`src/sv/wav_riff_parser_pcm16_unit_assert.svh`:
```
// Assertion macros for the WAV parser back end.
`ifndef WAV_RIFF_PARSER_PCM16_UNIT_ASSERT_SVH
`define WAV_RIFF_PARSER_PCM16_UNIT_ASSERT_SVH

// Same-cycle implication under the synchronous reset.
`define WRP_ASSERT_IMP(lbl, clk, rstn, ante, cons, msg) \
    lbl: assert property (@(posedge clk) disable iff (!rstn) (ante) |-> (cons)) \
        else $error(msg);

// Next-cycle implication under the synchronous reset.
`define WRP_ASSERT_NXT(lbl, clk, rstn, ante, cons, msg) \
    lbl: assert property (@(posedge clk) disable iff (!rstn) (ante) |=> (cons)) \
        else $error(msg);

`endif

```
`src/sv/wrp_pkg.sv`:
```
// Types and constants shared by the WAV parser modules.
package wrp_pkg;

    typedef struct packed {
        logic [7:0] file_byte;
        logic       first_of_file;
        logic       end_of_file;
    } wrp_in_t;

    typedef struct packed {
        logic [1:0]         kind;
        logic signed [15:0] sample;
        logic [1:0]         channel_count;
        logic [31:0]        sample_rate;
        logic [15:0]        source_bits;
        logic [2:0]         error_code;
        logic               last;
    } wrp_out_t;

    typedef enum logic [3:0] {
        PH_RIFF_TAG,
        PH_RIFF_LEN,
        PH_WAVE_TAG,
        PH_CHUNK_ID,
        PH_CHUNK_LEN,
        PH_FMT,
        PH_SKIP,
        PH_DATA,
        PH_DONE,
        PH_HALT
    } phase_t;

    localparam logic [1:0] KIND_SAMPLE = 2'd0;
    localparam logic [1:0] KIND_HEADER = 2'd1;
    localparam logic [1:0] KIND_ERROR  = 2'd2;

    localparam logic [2:0] ERR_NONE      = 3'd0;
    localparam logic [2:0] ERR_NOT_RIFF  = 3'd1;
    localparam logic [2:0] ERR_NOT_WAVE  = 3'd2;
    localparam logic [2:0] ERR_NOT_PCM   = 3'd3;
    localparam logic [2:0] ERR_BAD_DEPTH = 3'd4;
    localparam logic [2:0] ERR_EARLY_END = 3'd5;

    localparam logic [31:0] TAG_RIFF = 32'h5249_4646;
    localparam logic [31:0] TAG_WAVE = 32'h5741_5645;
    localparam logic [31:0] TAG_FMT  = 32'h666D_7420;
    localparam logic [31:0] TAG_DATA = 32'h6461_7461;

    localparam logic [4:0]  TAG_BYTES         = 5'd4;
    localparam logic [4:0]  FMT_CAPTURE_BYTES = 5'd18;
    localparam logic [15:0] MAX_CHANNELS      = 16'd2;
    localparam logic [7:0]  PCM_OFFSET        = 8'h80;

endpackage

```
`src/sv/wrp_front.sv`:
```
// Input side: accepts byte transfers into a short queue ahead of the parser.
module wrp_front
    import wrp_pkg::*;
#(
    parameter int DEPTH = 4
) (
    input  logic    aclk,
    input  logic    aresetn,
    input  logic    s_valid,
    output logic    s_ready,
    input  wrp_in_t s_data,
    output logic    q_valid,
    input  logic    q_ready,
    output wrp_in_t q_data
);

    localparam int IDX_W = (DEPTH > 1) ? $clog2(DEPTH) : 1;
    localparam int CNT_W = $clog2(DEPTH + 1);
    localparam logic [IDX_W-1:0] LAST_IDX = IDX_W'(DEPTH - 1);
    localparam logic [CNT_W-1:0] FULL_CNT = CNT_W'(DEPTH);

    wrp_in_t          mem [DEPTH];
    logic [IDX_W-1:0] wr_ptr_reg, wr_ptr_next;
    logic [IDX_W-1:0] rd_ptr_reg, rd_ptr_next;
    logic [CNT_W-1:0] count_reg, count_next;
    logic             push, pop;

    assign s_ready = (count_reg != FULL_CNT);
    assign q_valid = (count_reg != '0);
    assign q_data  = mem[rd_ptr_reg];
    assign push    = s_valid && s_ready;
    assign pop     = q_valid && q_ready;

    always_comb begin
        wr_ptr_next = wr_ptr_reg;
        rd_ptr_next = rd_ptr_reg;
        count_next  = count_reg;
        if (push) begin
            wr_ptr_next = (wr_ptr_reg == LAST_IDX) ? '0 : wr_ptr_reg + IDX_W'(1);
        end
        if (pop) begin
            rd_ptr_next = (rd_ptr_reg == LAST_IDX) ? '0 : rd_ptr_reg + IDX_W'(1);
        end
        if (push && !pop) begin
            count_next = count_reg + CNT_W'(1);
        end else if (pop && !push) begin
            count_next = count_reg - CNT_W'(1);
        end
    end

    always_ff @(posedge aclk) begin
        if (push) begin
            mem[wr_ptr_reg] <= s_data;
        end
    end

    always_ff @(posedge aclk) begin
        if (!aresetn) begin
            wr_ptr_reg <= '0;
            rd_ptr_reg <= '0;
            count_reg  <= '0;
        end else begin
            wr_ptr_reg <= wr_ptr_next;
            rd_ptr_reg <= rd_ptr_next;
            count_reg  <= count_next;
        end
    end

endmodule

```
`src/sv/wrp_parser.sv`:
```
// Back end: RIFF/WAVE chunk walker, PCM converter and result register.
`include "wav_riff_parser_pcm16_unit_assert.svh"
module wrp_parser
    import wrp_pkg::*;
(
    input  logic     aclk,
    input  logic     aresetn,
    input  logic     in_valid,
    output logic     in_ready,
    input  wrp_in_t  in_data,
    output logic     m_valid,
    input  logic     m_ready,
    output wrp_out_t m_data
);

    phase_t      phase_reg, phase_next, cur_phase;
    logic [31:0] tag_reg, tag_next, cur_tag;
    logic [31:0] len_reg, len_next, cur_len;
    logic [31:0] left_reg, left_next, cur_left;
    logic [15:0] fmt_tag_reg, fmt_tag_next, cur_fmt_tag;
    logic [15:0] chan_reg, chan_next, cur_chan;
    logic [31:0] rate_reg, rate_next, cur_rate;
    logic [15:0] bits_reg, bits_next, cur_bits;
    logic [4:0]  field_index_reg, field_index_next, cur_fidx;
    logic [7:0]  asm_reg, asm_next;
    logic [1:0]  sbi_reg, sbi_next, cur_sbi;
    logic        m_valid_reg, m_valid_next;
    wrp_out_t    m_data_reg, m_data_next;

    logic        step, emit, fmt_err, done, lst, empty;
    logic [7:0]  b;
    logic [4:0]  fidx_inc;
    logic [31:0] tag_new, len_new, left_dec;
    logic [1:0]  bps;
    logic [15:0] smp;
    wrp_out_t    res;

    assign in_ready = !m_valid_reg || m_ready;
    assign step     = in_valid && in_ready;
    assign m_valid  = m_valid_reg;
    assign m_data   = m_data_reg;
    assign b        = in_data.file_byte;

    always_comb begin
        if (in_data.first_of_file) begin
            cur_phase   = PH_RIFF_TAG;
            cur_tag     = '0;
            cur_len     = '0;
            cur_left    = '0;
            cur_fmt_tag = '0;
            cur_chan    = '0;
            cur_rate    = '0;
            cur_bits    = '0;
            cur_fidx    = '0;
            cur_sbi     = '0;
        end else begin
            cur_phase   = phase_reg;
            cur_tag     = tag_reg;
            cur_len     = len_reg;
            cur_left    = left_reg;
            cur_fmt_tag = fmt_tag_reg;
            cur_chan    = chan_reg;
            cur_rate    = rate_reg;
            cur_bits    = bits_reg;
            cur_fidx    = field_index_reg;
            cur_sbi     = sbi_reg;
        end
    end

    always_comb begin
        fidx_inc = cur_fidx + 5'd1;
        tag_new  = {cur_tag[23:0], b};
        len_new  = {b, cur_len[31:8]};
        left_dec = cur_left - 32'd1;
        bps      = cur_bits[4:3];
        empty    = len_new < {30'd0, bps};
        lst      = left_dec < {30'd0, bps};

        phase_next       = cur_phase;
        tag_next         = cur_tag;
        len_next         = cur_len;
        left_next        = cur_left;
        fmt_tag_next     = cur_fmt_tag;
        chan_next        = cur_chan;
        rate_next        = cur_rate;
        bits_next        = cur_bits;
        field_index_next = cur_fidx;
        asm_next         = asm_reg;
        sbi_next         = cur_sbi;
        emit             = 1'b0;
        fmt_err          = 1'b0;
        done             = 1'b0;
        smp              = '0;

        res               = '0;
        res.kind          = KIND_HEADER;
        res.channel_count = cur_chan[1:0];
        res.sample_rate   = cur_rate;
        res.source_bits   = cur_bits;
        res.error_code    = ERR_NONE;

        unique case (cur_phase)
            PH_RIFF_TAG, PH_WAVE_TAG, PH_CHUNK_ID: begin
                tag_next         = tag_new;
                field_index_next = fidx_inc;
                if (fidx_inc == TAG_BYTES) begin
                    field_index_next = '0;
                    if (cur_phase == PH_RIFF_TAG) begin
                        if (tag_new != TAG_RIFF) begin
                            emit           = 1'b1;
                            fmt_err        = 1'b1;
                            res            = '0;
                            res.kind       = KIND_ERROR;
                            res.error_code = ERR_NOT_RIFF;
                            res.last       = 1'b1;
                            phase_next     = PH_HALT;
                        end else begin
                            phase_next = PH_RIFF_LEN;
                        end
                    end else if (cur_phase == PH_WAVE_TAG) begin
                        if (tag_new != TAG_WAVE) begin
                            emit           = 1'b1;
                            fmt_err        = 1'b1;
                            res            = '0;
                            res.kind       = KIND_ERROR;
                            res.error_code = ERR_NOT_WAVE;
                            res.last       = 1'b1;
                            phase_next     = PH_HALT;
                        end else begin
                            phase_next = PH_CHUNK_ID;
                        end
                    end else begin
                        phase_next = PH_CHUNK_LEN;
                    end
                end
            end
            PH_RIFF_LEN, PH_CHUNK_LEN: begin
                len_next         = len_new;
                field_index_next = fidx_inc;
                if (fidx_inc == TAG_BYTES) begin
                    field_index_next = '0;
                    if (cur_phase == PH_RIFF_LEN) begin
                        phase_next = PH_WAVE_TAG;
                    end else if (cur_tag == TAG_DATA) begin
                        emit = 1'b1;
                        if (cur_fmt_tag != 16'd1 || cur_chan > MAX_CHANNELS) begin
                            fmt_err        = 1'b1;
                            res            = '0;
                            res.kind       = KIND_ERROR;
                            res.error_code = ERR_NOT_PCM;
                            res.last       = 1'b1;
                            phase_next     = PH_HALT;
                        end else if (cur_bits != 16'd8 && cur_bits != 16'd16 &&
                                     cur_bits != 16'd24) begin
                            fmt_err        = 1'b1;
                            res            = '0;
                            res.kind       = KIND_ERROR;
                            res.error_code = ERR_BAD_DEPTH;
                            res.last       = 1'b1;
                            phase_next     = PH_HALT;
                        end else begin
                            left_next  = len_new;
                            sbi_next   = '0;
                            res.last   = empty;
                            phase_next = empty ? PH_DONE : PH_DATA;
                        end
                    end else begin
                        left_next = len_new;
                        if (len_new == '0) begin
                            phase_next = PH_CHUNK_ID;
                        end else if (cur_tag == TAG_FMT) begin
                            phase_next = PH_FMT;
                        end else begin
                            phase_next = PH_SKIP;
                        end
                    end
                end
            end
            PH_FMT: begin
                case (cur_fidx)
                    5'd0:    fmt_tag_next[7:0]  = b;
                    5'd1:    fmt_tag_next[15:8] = b;
                    5'd2:    chan_next[7:0]     = b;
                    5'd3:    chan_next[15:8]    = b;
                    5'd4:    rate_next[7:0]     = b;
                    5'd5:    rate_next[15:8]    = b;
                    5'd6:    rate_next[23:16]   = b;
                    5'd7:    rate_next[31:24]   = b;
                    5'd14:   bits_next[7:0]     = b;
                    5'd15:   bits_next[15:8]    = b;
                    default: ;
                endcase
                field_index_next = fidx_inc;
                left_next        = left_dec;
                if (left_dec == '0) begin
                    field_index_next = '0;
                    phase_next       = PH_CHUNK_ID;
                end else if (fidx_inc >= FMT_CAPTURE_BYTES) begin
                    field_index_next = '0;
                    phase_next       = PH_SKIP;
                end
            end
            PH_SKIP: begin
                left_next = left_dec;
                if (left_dec == '0) begin
                    phase_next = PH_CHUNK_ID;
                end
            end
            PH_DATA: begin
                left_next = left_dec;
                if (bps == 2'd1) begin
                    smp  = {b ^ PCM_OFFSET, 8'h00};
                    done = 1'b1;
                end else if (cur_sbi == 2'd0) begin
                    asm_next = b;
                    sbi_next = 2'd1;
                end else if (bps == 2'd2 || cur_sbi == 2'd2) begin
                    smp  = {b, asm_reg};
                    done = 1'b1;
                end else begin
                    asm_next = b;
                    sbi_next = 2'd2;
                end
                if (done) begin
                    emit       = 1'b1;
                    sbi_next   = '0;
                    res.kind   = KIND_SAMPLE;
                    res.sample = smp;
                    res.last   = lst;
                    if (lst) begin
                        phase_next = PH_DONE;
                    end
                end
            end
            PH_DONE, PH_HALT: ;
            default: ;
        endcase

        if (in_data.end_of_file && !fmt_err && phase_next != PH_DONE &&
            phase_next != PH_HALT) begin
            emit           = 1'b1;
            res            = '0;
            res.kind       = KIND_ERROR;
            res.error_code = ERR_EARLY_END;
            res.last       = 1'b1;
            phase_next     = PH_HALT;
        end

        m_valid_next = m_valid_reg && !m_ready;
        m_data_next  = m_data_reg;
        if (step && emit) begin
            m_valid_next = 1'b1;
            m_data_next  = res;
        end
    end

    always_ff @(posedge aclk) begin
        m_data_reg <= m_data_next;
        if (step) begin
            asm_reg <= asm_next;
        end
    end

    always_ff @(posedge aclk) begin
        if (!aresetn) begin
            phase_reg       <= PH_RIFF_TAG;
            tag_reg         <= '0;
            len_reg         <= '0;
            left_reg        <= '0;
            fmt_tag_reg     <= '0;
            chan_reg        <= '0;
            rate_reg        <= '0;
            bits_reg        <= '0;
            field_index_reg <= '0;
            sbi_reg         <= '0;
            m_valid_reg     <= 1'b0;
        end else begin
            if (step) begin
                phase_reg       <= phase_next;
                tag_reg         <= tag_next;
                len_reg         <= len_next;
                left_reg        <= left_next;
                fmt_tag_reg     <= fmt_tag_next;
                chan_reg        <= chan_next;
                rate_reg        <= rate_next;
                bits_reg        <= bits_next;
                field_index_reg <= field_index_next;
                sbi_reg         <= sbi_next;
            end
            m_valid_reg <= m_valid_next;
        end
    end

    `WRP_ASSERT_NXT(a_emit_shown, aclk, aresetn, step && emit, m_valid_reg, "result dropped")
    `WRP_ASSERT_IMP(a_halt_sticky, aclk, aresetn, phase_reg == PH_HALT && !in_data.first_of_file, phase_next == PH_HALT, "left halt without restart")
    `WRP_ASSERT_IMP(a_data_depth, aclk, aresetn, phase_reg == PH_DATA, bits_reg == 16'd8 || bits_reg == 16'd16 || bits_reg == 16'd24, "data phase with bad depth")
    `WRP_ASSERT_IMP(a_fmt_index, aclk, aresetn, phase_reg == PH_FMT, field_index_reg < FMT_CAPTURE_BYTES, "fmt capture index overrun")

endmodule

```
`src/sv/wav_riff_parser_pcm16_unit.sv`:
```
// Top level of the WAV header parser and PCM-to-16-bit converter.
//   channel | direction | payload   | handshake
//   s_      | in        | wrp_in_t  | s_valid / s_ready
//   m_      | out       | wrp_out_t | m_valid / m_ready
// One byte per cycle sustained while the m_ side is not stalled; each byte needs one parser state update.
// A result appears in the cycle after its byte leaves the input queue.
// aresetn is synchronous, active low; first_of_file restarts the parse.
// A stalled m_ side holds the result register; the queue absorbs
// QUEUE_DEPTH bytes before s_ready drops.
module wav_riff_parser_pcm16_unit
    import wrp_pkg::*;
#(
    parameter int QUEUE_DEPTH = 4
) (
    input  logic     aclk,
    input  logic     aresetn,
    input  logic     s_valid,
    output logic     s_ready,
    input  wrp_in_t  s_data,
    output logic     m_valid,
    input  logic     m_ready,
    output wrp_out_t m_data
);

    logic    q_valid;
    logic    q_ready;
    wrp_in_t q_data;

    wrp_front #(
        .DEPTH(QUEUE_DEPTH)
    ) u_front (
        .aclk   (aclk),
        .aresetn(aresetn),
        .s_valid(s_valid),
        .s_ready(s_ready),
        .s_data (s_data),
        .q_valid(q_valid),
        .q_ready(q_ready),
        .q_data (q_data)
    );

    wrp_parser u_parser (
        .aclk    (aclk),
        .aresetn (aresetn),
        .in_valid(q_valid),
        .in_ready(q_ready),
        .in_data (q_data),
        .m_valid (m_valid),
        .m_ready (m_ready),
        .m_data  (m_data)
    );

endmodule
```
`config.mk`:
```
export PLATFORM = sky130hd
export DESIGN_NAME = wav_riff_parser_pcm16_unit
export DESIGN_NICKNAME = d
export VERILOG_FILES = /design/src/sv/wrp_pkg.sv /design/src/sv/wrp_front.sv /design/src/sv/wrp_parser.sv /design/src/sv/wav_riff_parser_pcm16_unit.sv
export VERILOG_INCLUDE_DIRS = /design/src /design/src/sv
export SDC_FILE = /design/constraint.sdc
export NUM_CORES = 1
export LEC_CHECK = 0
export BUFFER_PORTS_ARGS = -buffer_cell sky130_fd_sc_hd__buf_2
export CAP_MARGIN = 20
export CORE_ASPECT_RATIO = 0.75
export CORE_MARGIN = 2
export CORE_UTILIZATION = 55
export DETAILED_ROUTE_END_ITERATION = 10
export PLACE_DENSITY_LB_ADDON = 0.25
export SKIP_LAST_GASP = 1
export SYNTH_ARGS = -nofsm -noshare
export SYNTH_HDL_FRONTEND = slang
export SYNTH_SLANG_ARGS = --single-unit
```
`constraint.sdc`:
```
create_clock -name aclk -period 7.7 [get_ports aclk]
set_input_delay 0.77 -clock aclk [delete_from_list [all_inputs] [get_ports aclk]]
set_output_delay 0.77 -clock aclk [all_outputs]
set_load 0.02 [all_outputs]
```
; ---- After elaboration in Yosys (flattened, before gate mapping)
; Memories as Yosys holds them, arrays and structs flattened. A register that Yosys moved wholly into a read port is not among the register bits.
; Cells that the tools add are included.
[word_totals]
register_bits = 267
ramBits = 40
out_inout_bits = 74
wordCells = 217
mem_count = 1
[op_classes]
n_addsub = 6
order_cmp = 4
eq_ne = 34
mux = 117
bitwise_logic = 2
reduce_logical = 31
[mem_list]
columns = memory, depth, width, rd, rd_clocked_by_memory_dff, wr, line_no
row1 = u_front.mem, 4, 10, 1, 1, 1, wrp_front.sv:22  ; wrp_in_t mem [DEPTH];
[op_table]
columns = operator, n
row1 = 72-bit two-way mux, 9
row2 = 32-bit two-way mux, 12
row3 = 16-bit two-way mux, 9
row4 = 53-bit one-hot mux with 2 select lines, 1
row5 = 8-bit two-way mux, 12
row6 = 4-bit two-way mux, 19
row7 = 71-bit two-way mux, 1
row8 = "32-bit by 31-bit == test with 1-bit output, second input constant", 2
row9 = 32-bit zero test, 2
row10 = 32-bit by 2-bit < comparator with 1-bit output, 2
row11 = "32-bit by 31-bit != test with 1-bit output, second input constant", 2
row12 = 32-bit one-hot mux with 2 select lines, 1
row13 = 18-bit one-hot mux with 3 select lines, 1
row14 = "16-bit by 5-bit != test with 1-bit output, second input constant", 2
row15 = "32-bit by 1-bit subtractor with 32-bit output, second input constant", 1
row16 = 2-bit two-way mux, 15
row17 = "5-bit by 3-bit == test with 1-bit output, second input constant", 5
row18 = 1-bit two-way mux, 24
row19 = 5-bit two-way mux, 4
row20 = 4-bit one-hot mux with 5 select lines, 1
row21 = 17-bit two-way mux, 1
row22 = "4-bit by 3-bit == test with 1-bit output, second input constant", 4
row23 = "16-bit by 2-bit greater-than comparator with 1-bit output, second input constant", 1
row24 = "16-bit by 1-bit != test with 1-bit output, second input constant", 1
row25 = 34 further kinds, 62

; ---- Logic depth before layout (Yosys ltp)
[depth]
word_depth = 17
ltp_mapped = 26
ltp_nobuf = 16

; ---- Cells and area by module
; A second synthesis with hierarchy kept.
[unflattened]
hier_cells = 1605
hier_area_um2 = 15129.5
[by_module_without_submodules]
columns = mod, n_inst, cells_per_inst, area_per_inst_um2, seq_area_each_um2
row1 = wrp_parser, 1, 1502, 13208.9, 6005.8
row2 = wrp_front, 1, 103, 1920.6, 1381.3

; ---- Least setup slack after synthesis
; Ideal clock, no wire load.
[synth_path]
kind = reg2reg
start = register (tool-made name)
end = register u_parser.m_data_reg (netlist bit u_parser.m_data[0]), enable pin
setup_time_ps = 443
arrival_ps = 7376
t_required_ps = 7257
slack_ps = -119
stages_incl_launch_ff = 23
path_buffers = 9
synth_period_minus_slack_ps = 7819
path_cell_list = dfxtp_1 -> buf_2 -> mux2_2 -> mux2i_1 -> clkbuf_1 -> clkbuf_1 -> buf_1 -> clkbuf_1 -> buf_1 -> nand2_1 -> ha_1 -> clkbuf_1 -> nand2_1 -> o2bb2ai_2 -> o211ai_1 -> xnor2_1 -> or4_1 -> or4_1 -> buf_2 -> o31ai_1 -> o2bb2ai_1 -> buf_4 -> o31a_1
[synth_rtl]
columns = element, line_no
row1 = "end signal, assigned", wrp_parser.sv:258  ; m_data_reg <= m_data_next;
row2 = "end, declared", wrp_parser.sv:28  ; wrp_out_t m_data_reg, m_data_next;

==> reports/metrics.cfg <==
[critical_path]
r2r-end=u_parser.m_data[9]
critPathCaptureType=flip-flop
reg2reg_slack_ns=1.50
cp_slowest_stage_delay_ns=0.78
crit_fanout=72
crit_type=flip-flop to flip-flop
crit_slowest_cell=o31a_4
cp_common_cell=nand2_1
cp.required_ns=7.88
start_kind=flip-flop
r2r_cells=12
worst-endpoint-arrival_ns=6.38
path_cells=mux2_2, mux2i_4, nand2_1, ha_1, nor2b_1, a2bb2oi_1, nand2_1, a311o_1, or4_1, o31ai_1, o2bb2ai_4, o31a_4
cp-endpoint=u_parser.m_data[9]

[pwr]
p_sw_share_pct=43.8
peakVddDrop_v=0.000351
p_seq_share_pct=34.8
clkPwrFrac_pct=23.4
p_int_mw=3.61
power.density_nw_per_um2=386
finalPower_mw=6.43
leakage_nw=5.51
p_switching_mw=2.82
pwr-share-comb_pct=41.8

[synthesis]
synth_top_area_share_pct=25.1
synthTopCellsByArea=dfxtp_1, edfxtp_1, a22oi_1
synth_edf_count=120
synth_most_common_cell=dfxtp_1
async_flop_share_pct=0
syn-num-nets=1572
ys_seq_area_share_pct=48.9
synth_flop_cell=dfxtp_1
synth-seq-cells=309
yosysWarnings=0
post-synth-top-area-cell=dfxtp_1
ys_top_cells_by_count=dfxtp_1, nor2b_1, a22oi_1, edfxtp_1, nand2_1
syn-cell-area_um2=15100
syn_inst=1542
yosysUniqueCellTypes=84
syn_area_per_cell_um2=9.79

[clock_network]
cts-hold-fix-buffers=0
root_buffer=clkbuf_16
post_cts_resized=0
cts_tree=done
htreeDepth=1
path_clk_slew_ns=0.07
clock_latency_ns=0.59
post_cts_buffers=0
clk_path_buf_depth=3
cts_made_buffers=29
clock_sinks=309

[finish]
areaGrowthSynthToFinish_pct=10.5
register_area_um2=7390
nFillCells=2194
final_util_pct=61.8
nets=1589
design_area_um2=16700
multi_input_area_um2=7010
largest_reg_flops=72
antenna_cells=0
drive_above_1_share_pct=12.5

[routing]
drt_pass1_iterations=6
drc=0
num_vias=12500
drtIter0Drc=1555
routed_via_density=6.46
wire_per_inst_um=22.0
routed_wl_mm=42.6
drtAntennaViolNets=0

[sta]
slew_headroom_pct=28.6
setup_violations=0
drv_slew=0
fin_tns_setup_ns=0
period_needed_ns=6.20
max_freq_ghz=0.161
finalCritPeriodShare_pct=80.5
worst_pin_slew_ns=1.07
hold_viol=0
rsz0062_at_grt=no
finClkSkew_ns=0.0342

[global_routing]
grt_max_degree=105
antenna_found_initial=0
grt_pass1_vias=11300
grt_overflow=0
grt_first_pass_wirelength_mm=66.0
grt_use_met3_pct=7.69
gr-usage-met1_pct=44.2
grtUsageTotal_pct=29.1
grtUsageMet2_pct=41.2
top_usage_layer=met1

[floorplanning]
coreArea_um2=27000
boundaryPins=88
fp-row-count=52
die_h_um=147
chipWidth_um=195
die-area_um2=28800
initial_core_util_pct=55.9

[placement]
port_buffers=87
gp_congestion=0.990
place_area_um2=15700
place_hpwl_mm=28.1

[job]
maxCapViolCount=0

[run_status]
status=complete, no violations

[hold_path]
worstHoldPathType=input port to flip-flop

## critical path, delay by kind of cell (launching register included)
kind / cells / cell delay, ns
muxes: 2 / 0.86
and+or+nand+nor: 4 / 1.34
DFF: 1 / 0.68
AOI/OAI and AO/OA: 5 / 2.43
adders and majority gates: 1 / 0.41
## power groups by stage
stage / registers (mW) / logic, mW / clock network [mW]
final: 2.23 / 2.69 / 1.51
after global routing: 2.26 / 2.86 / 1.59
after CTS: 2.23 / 2.61 / 1.52
after detailed placement: 2.26 / 2.61 / 0
after global placement: 2.26 / 2.57 / 0
after floorplan: 2.42 / 1.58 / 0
## metal layers
| metal | wire length [um] | vias up |
|---|---|---|
| met2 | 17500 | 663 |
| met3 | 4960 | 74 |
| met4 | 916 | 0 |
| met1 | 19200 | 5982 |
| li1 | - | 5770 |
| met5 | 0 | - |
## final cells by class
type / count / share of cell area, %
Sequential cell: 309 / 44.3
Timing Repair Buffer: 108 / 3.59
Multi-Input combinational cell: 1045 / 42.0
Clock buffer: 35 / 4.67
Clock inverter: 19 / 1.28
Inverter: 66 / 1.49
Tap cell: 351 / 2.63
## kinds of logic after synthesis
group / after synthesis / share of synthesized area, %
buffers and inverters: 188 / 5.03
AND/OR/NAND/NOR: 598 / 23.0
adder cells (fa/ha/maj): 16 / 1.38
AO/OA/AOI/OAI: 386 / 17.9
XOR/XNOR: 15 / 0.870
flip-flops: 309 / 48.9
multiplexers: 30 / 2.88
## cells in the final DEF (no fill, tap or decap), types with 8 or more instances in the layout
| cell | n |
|---|---|
| and2_1 | 32 |
| inv_1 | 65 |
| nor2_1 | 56 |
| o31ai_1 | 11 |
| o21ai_1 | 13 |
| and3_1 | 11 |
| dfxtp_1 | 189 |
| edfxtp_1 | 120 |
| a21oi_1 | 35 |
| mux2i_1 | 17 |
| clkbuf_16 | 30 |
| nor3b_1 | 8 |
| or4_1 | 8 |
| nor4_1 | 84 |
| buf_4 | 21 |
| nand3b_1 | 8 |
| o22ai_1 | 9 |
| nand3_1 | 20 |
| or3_1 | 9 |
| nor3_1 | 30 |
| a22oi_1 | 140 |
| mux4_2 | 8 |
| a21boi_0 | 30 |
| nand2_1 | 106 |
| nor2b_1 | 159 |
| nand4_1 | 14 |
| o211ai_1 | 11 |
| nor4b_1 | 10 |
| o21ai_0 | 61 |
| nand2b_1 | 8 |
| xnor2_1 | 12 |
| buf_2 | 86 |
| ha_1 | 15 |
## stage by stage
| step | instances | hold slack, ns | worst slack, ns |
|---|---|---|---|
| final | 1933 | 0.404 | 1.50 |
| after detailed placement | 1877 | 0.458 | 1.62 |
| after floorplan | 1542 | 0.436 | 0.725 |
| after global placement | 1876 | 0.448 | 1.74 |
| after CTS | 1931 | 0.392 | 1.59 |
| after global routing | 1933 | 0.403 | 1.24 |
## worst min-delay path by stage
stage | startpoint | end | slack [ns] | cells after the start
floorplan | u_parser.tag_reg[27] | u_parser.tag_reg[27] | 0.44 | 2
global placement | u_parser.tag_reg[27] | u_parser.tag_reg[27] | 0.45 | 2
detailed placement | u_parser.tag_reg[29] | u_parser.tag_reg[29] | 0.46 | 2
CTS | s_data[5] | u_front.mem[0][5] | 0.39 | 1
global route | s_data[6] | u_front.mem[0][6] | 0.40 | 1
finish | s_data[5] | u_front.mem[0][5] | 0.40 | 1
Power figures use the tool's default switching activity.
